**src/sv/ppurv_ram.sv**
```systemverilog
module ppurv_ram #(
  parameter int unsigned AW = 8,
  parameter int unsigned DW = 8
) (
  input  logic          clk_i,
  input  logic          en_i,
  input  logic          we_i,
  input  logic [AW-1:0] addr_i,
  input  logic [DW-1:0] wdata_i,
  output logic [DW-1:0] rdata_o
);

  logic [DW-1:0] mem [2**AW];
  logic [DW-1:0] rdata_q;

  // Single port; the read data holds until the next read.
  always_ff @(posedge clk_i) begin
    if (en_i) begin
      if (we_i) begin
        mem[addr_i] <= wdata_i;
      end else begin
        rdata_q <= mem[addr_i];
      end
    end
  end

  assign rdata_o = rdata_q;

endmodule

```
**config.mk**
```make
export PLATFORM = sky130hd
export DESIGN_NAME = ppurv_ram
export DESIGN_NICKNAME = d
export VERILOG_FILES = /design/src/sv/ppurv_ram.sv
export SDC_FILE = /design/constraint.sdc
export NUM_CORES = 2
export LEC_CHECK = 0
export BUFFER_PORTS_ARGS = -buffer_cell sky130_fd_sc_hd__buf_4
export CORE_UTILIZATION = 40
export DETAILED_ROUTE_END_ITERATION = 8
export GPL_TIMING_DRIVEN = 0
export PLACE_DENSITY = 0.55
export SLEW_MARGIN = 10
export SYNTH_ARGS = -nofsm -noshare
export SYNTH_HDL_FRONTEND = slang
export SYNTH_SLANG_ARGS = --single-unit
export TNS_END_PERCENT = 30
```
**constraint.sdc**
```tcl
create_clock -name clk_i -period 2.62 [get_ports clk_i]
set_input_delay 0.262 -clock clk_i [delete_from_list [all_inputs] [get_ports clk_i]]
set_output_delay 0.262 -clock clk_i [all_outputs]
set_load 0.01 [all_outputs]
```
# After elaboration in Yosys (flattened, before gate mapping)
# Memories as Yosys holds them, arrays and structs flattened. A register that Yosys moved wholly into a read port is not among the register bits.
# Cells that the tools add are included.
[op_classes] mux=3 n_bitwise=1 n_reduce_logical=1
[ops] cell="$mux 1" count=3
[ops] cell="$reduce_and 2->1" count=1
[ops] cell="$not 1->1" count=1
[word_totals] regBits=0 ramBits=2048 in_bits=19 wordCells=6 n_memories=1
[memory_table] name="mem" words=256 width=8 rd=1 rd_clocked_by_memory_dff=1 wr=1 line_no="13" rtl="logic [DW-1:0] mem [2**AW];"

# Depth between registers and ports, before layout
[logic_depth] ltp_word=3 ltp_mapped=9 mapped_depth_nobuf=5

# Worst setup path after synthesis
# No wires, ideal clock.
[synth_timing] path_kind="input -> register" start="in addr_i[0]" end="mem mem[117][0] (enable)" setup_time_ns=0.370 arrival_time_ns=2.187 path_slack_ns=0.063 stages=8 n_path_buf=5 path_cell_list="buf_2 -> buf_6 -> buf_2 -> buf_2 -> nor3b_1 -> nand2_1 -> clkbuf_1 -> nor2_1"
[synth_lines] element="from (decl)" line_no="8" rtl="input logic [AW-1:0] addr_i,"
[synth_lines] element="to (decl)" line_no="13"
# Straight into the memory's write port.

==> reports/metrics.cfg <==
[worst_setup_path]
criticalPathCategory = primary input to flip-flop
setup.worst_path.end_class = flip-flop
slowest_stage = clkbuf_1
critPathMaxStageDelay_ps = 750
crit_required_ps = 3040
crit_chain = buf_4 > clkbuf_1 > nand2b_1 > clkbuf_1 > a21oi_1 > o41ai_2 > nand4_1
rr_endpoint = rdata_o[5]
startpoint = addr_i[4]
startpoint_type = primary input
worst-path-stages = 7
crit_top_cell = clkbuf_1
reg2reg_slack_ps = -270
worstReg2RegStart = mem[188][5]
critPathCapture = rdata_o[5]
critPathArrivalTime_ps = 3410
r2r_cells = 5
worstPathMaxFanout = 10
critPathBufInv = 3
cp_top_family = buffers and inverters

[sta]
drv_slew = 0
finalWorstSetupSlack_ps = -369
grt_setup_unrepaired = yes
fin_skew_ps = 29.0
period_share_pct = 114
hold_viol = 0
final-setup-viol-count = 119
fmax_ghz = 0.335
worst_pin_slew_ps = 1180
max_slew_margin_pct = 21.4
finalCriticalPeriod_ps = 2990
setup_tns_ps = -6970

[clock_tree]
clockRootBuffer = clkbuf_16
clk_pin_slew_worst_paths_ps = 60
worstSkewPairLatency_ps = 870
cts.sinks = 2056
numCtsBuffers = 205
cts_tree = done
cts_buffer_depth = 3
htreeDepth = 4

[drt]
dr_total_vias = 38500
drtPass1Iterations = 7
vias_per_cell = 5.84
drc = 0
initialDrtViolationCount = 4657
post_drt_wl_per_cell_um = 33.8
final_antenna_net_count = 0
drt-total-wl_mm = 223

[floorplan]
core_area_mm2 = 0.195
rows = 162
dieArea_mm2 = 0.198
die_h_um = 445
start_util_pct = 40.2
io_pins = 27
die_w_um = 445

[global_routing]
grt_pass1_vias = 38700
busiest_layer = met2
antenna_found_initial = 4
track_usage_pct = 22.5
grt_use_met1_pct = 31.0
grtUsageMet3_pct = 5.35
grt_pass1_wl_mm = 308
grt_max_degree = 130
grt_overflow = 0
met2_usage_pct = 35.1

[pwr]
p_leak_nw = 27.2
powerDensity_mw_per_mm2 = 749
ir_drop_v = 0.000566
p_total_w = 0.0679

[yosys]
synth_top_family_by_area = multiplexers
ys_types = 21
synth-simple-area-share_pct = 1.61
synth_seq_cells = 2056
synth-xor-area-share_pct = 0
synth_nets = 3545
synth_mux_area_share_pct = 14.7
synthesis.area_mm2 = 0.0784
syn_area_per_cell_um2 = 22.2
syn-instance-count = 3526
yosys_warnings = 0
synth_adder_area_share_pct = 0
synth-compound-area-share_pct = 3.63
ys_seq_area_share_pct = 78.8

[placed_design]
place_area_mm2 = 0.0827
dp_slack_ps = -2780
dp_hpwl_mm = 145
gp_congestion = 0.934
numPortBuffers = 24

[final_layout]
nets = 3819
fin_area_mm2 = 0.0906
drive_above_1_share_pct = 30.3
area_growth_pct = 15.5

[run_status]
status = complete, but fails checks
violations = negative setup slack

[hold_path]
hold_path.class = primary input to flip-flop

[job]
max_cap_violations = 0

per-layer routing:
| layer | up-vias | share of wire, % |
|---|---|---|
| li1 | 15600 | - |
| met1 | 21000 | 41 |
| met2 | 1571 | 47 |
| met3 | 320 | 8.5 |
| met4 | 0 | 3.9 |
| met5 | - | 0 |
cells by family after synthesis:
| logic type | Yosys count |
|---|---|
| multiplexers | 512 |
| buffers and inverters | 225 |
| flip-flops | 2056 |
| AO/OA/AOI/OAI | 416 |
| AND/OR/NAND/NOR | 317 |
metrics by stage:
step                std cells  hold WS [ps]  utilization [%]
CTS                      6586           232             46.3
detailed placement       6206           517             42.5
floorplan                3526           361                -
finish                   6590           269             46.5
global route             6587           247             46.5
global placement         6174           675             42.0
how the worst min path moves through the flow:
stage               cells after the start  startpoint     endpoint
finish                                  2  wdata_i[7]  mem[196][7]
global route                            2  wdata_i[7]  mem[199][7]
CTS                                     2  wdata_i[7]  mem[199][7]
detailed placement                      1  wdata_i[7]  mem[199][7]
global placement                        1  rdata_o[7]   rdata_o[7]
floorplan                               0  wdata_i[0]    mem[0][0]
worst reg2reg max path: stages, from the launching register on:
cell      delay (ps)
edfxtp_1         370
mux4_2           450
a22oi_1          370
a21oi_1          260
o41ai_2          560
nand4_1          490
area by class of cell:
type,count,area [um^2]
antenna,3,7.51
buffer,224,1200
clock inverter,108,981
fill,16100,104000
timing repair buffer,68,1160
tap,2624,3280
multi-input combinational,1245,16800
sequential,2056,61700
clock buffer,262,5340
what timing repair did:
action | 4_1_cts | 5_1_grt
hold buffers | 10 | 0
hold endpoints to repair | 365 | 0
setup endpoints to repair | 2056 | 379
gates resized for setup | 345 | 78
pin swaps | 12 | 11
setup buffers | 1 | 1
registers in the layout, summed over array words and instances (netlist names):
name     cells
mem       2048
rdata_o      8
where the power goes:
| part | switching [W] | total (W) | internal [W] |
|---|---|---|---|
| clock | 0.0126 | 0.0282 | 0.0156 |
| sequential | 0.00000989 | 0.0362 | 0.0362 |
| combinational | 0.00231 | 0.00343 | 0.00112 |
Yosys cell counts, drive strengths merged:
library cell  number  area share [%]
and4               1           0.011
edfxtp          2056              79
nand2b             2           0.016
nand2             30            0.14
nor3               1          0.0064
buf               82            0.60
or2                1          0.0080
nor2             259             1.2
mux4             512              15
nand4              8           0.064
nor2b              7           0.056
nand3              4           0.026
o41ai             32            0.36
and2               2           0.016
clkbuf           143            0.68
a21oi            128            0.82
nor3b              2           0.019
a22oi            256             2.5
cell usage in the layout (no fill, tap or decap), types with 7 or more instances in the layout:
cell type      Yosys  routed
a21oi_1          128      96
a21oi_2            0      32
a22oi_1          256     229
a22oi_2            0      27
buf_12             0      16
buf_16             0      18
buf_2             41      35
buf_4             11      38
buf_6              9      15
buf_8              0       9
bufinv_16          0      12
clkbuf_1         143     148
clkbuf_16          0     205
clkbuf_2           0      43
clkbuf_4           0      10
clkinv_1           0      51
clkinv_2           0      30
dlygate4sd3_1      0      10
edfxtp_1        2056    2056
mux4_2           512     512
nand2_1           30      14
nand2_4            0      15
nand4_1            8       8
nor2_1           259     111
nor2_2             0      82
nor2_4             0      66
nor2b_1            7       7
o41ai_1           32      20
o41ai_2            0      11
(Power assumes the default switching activity.)
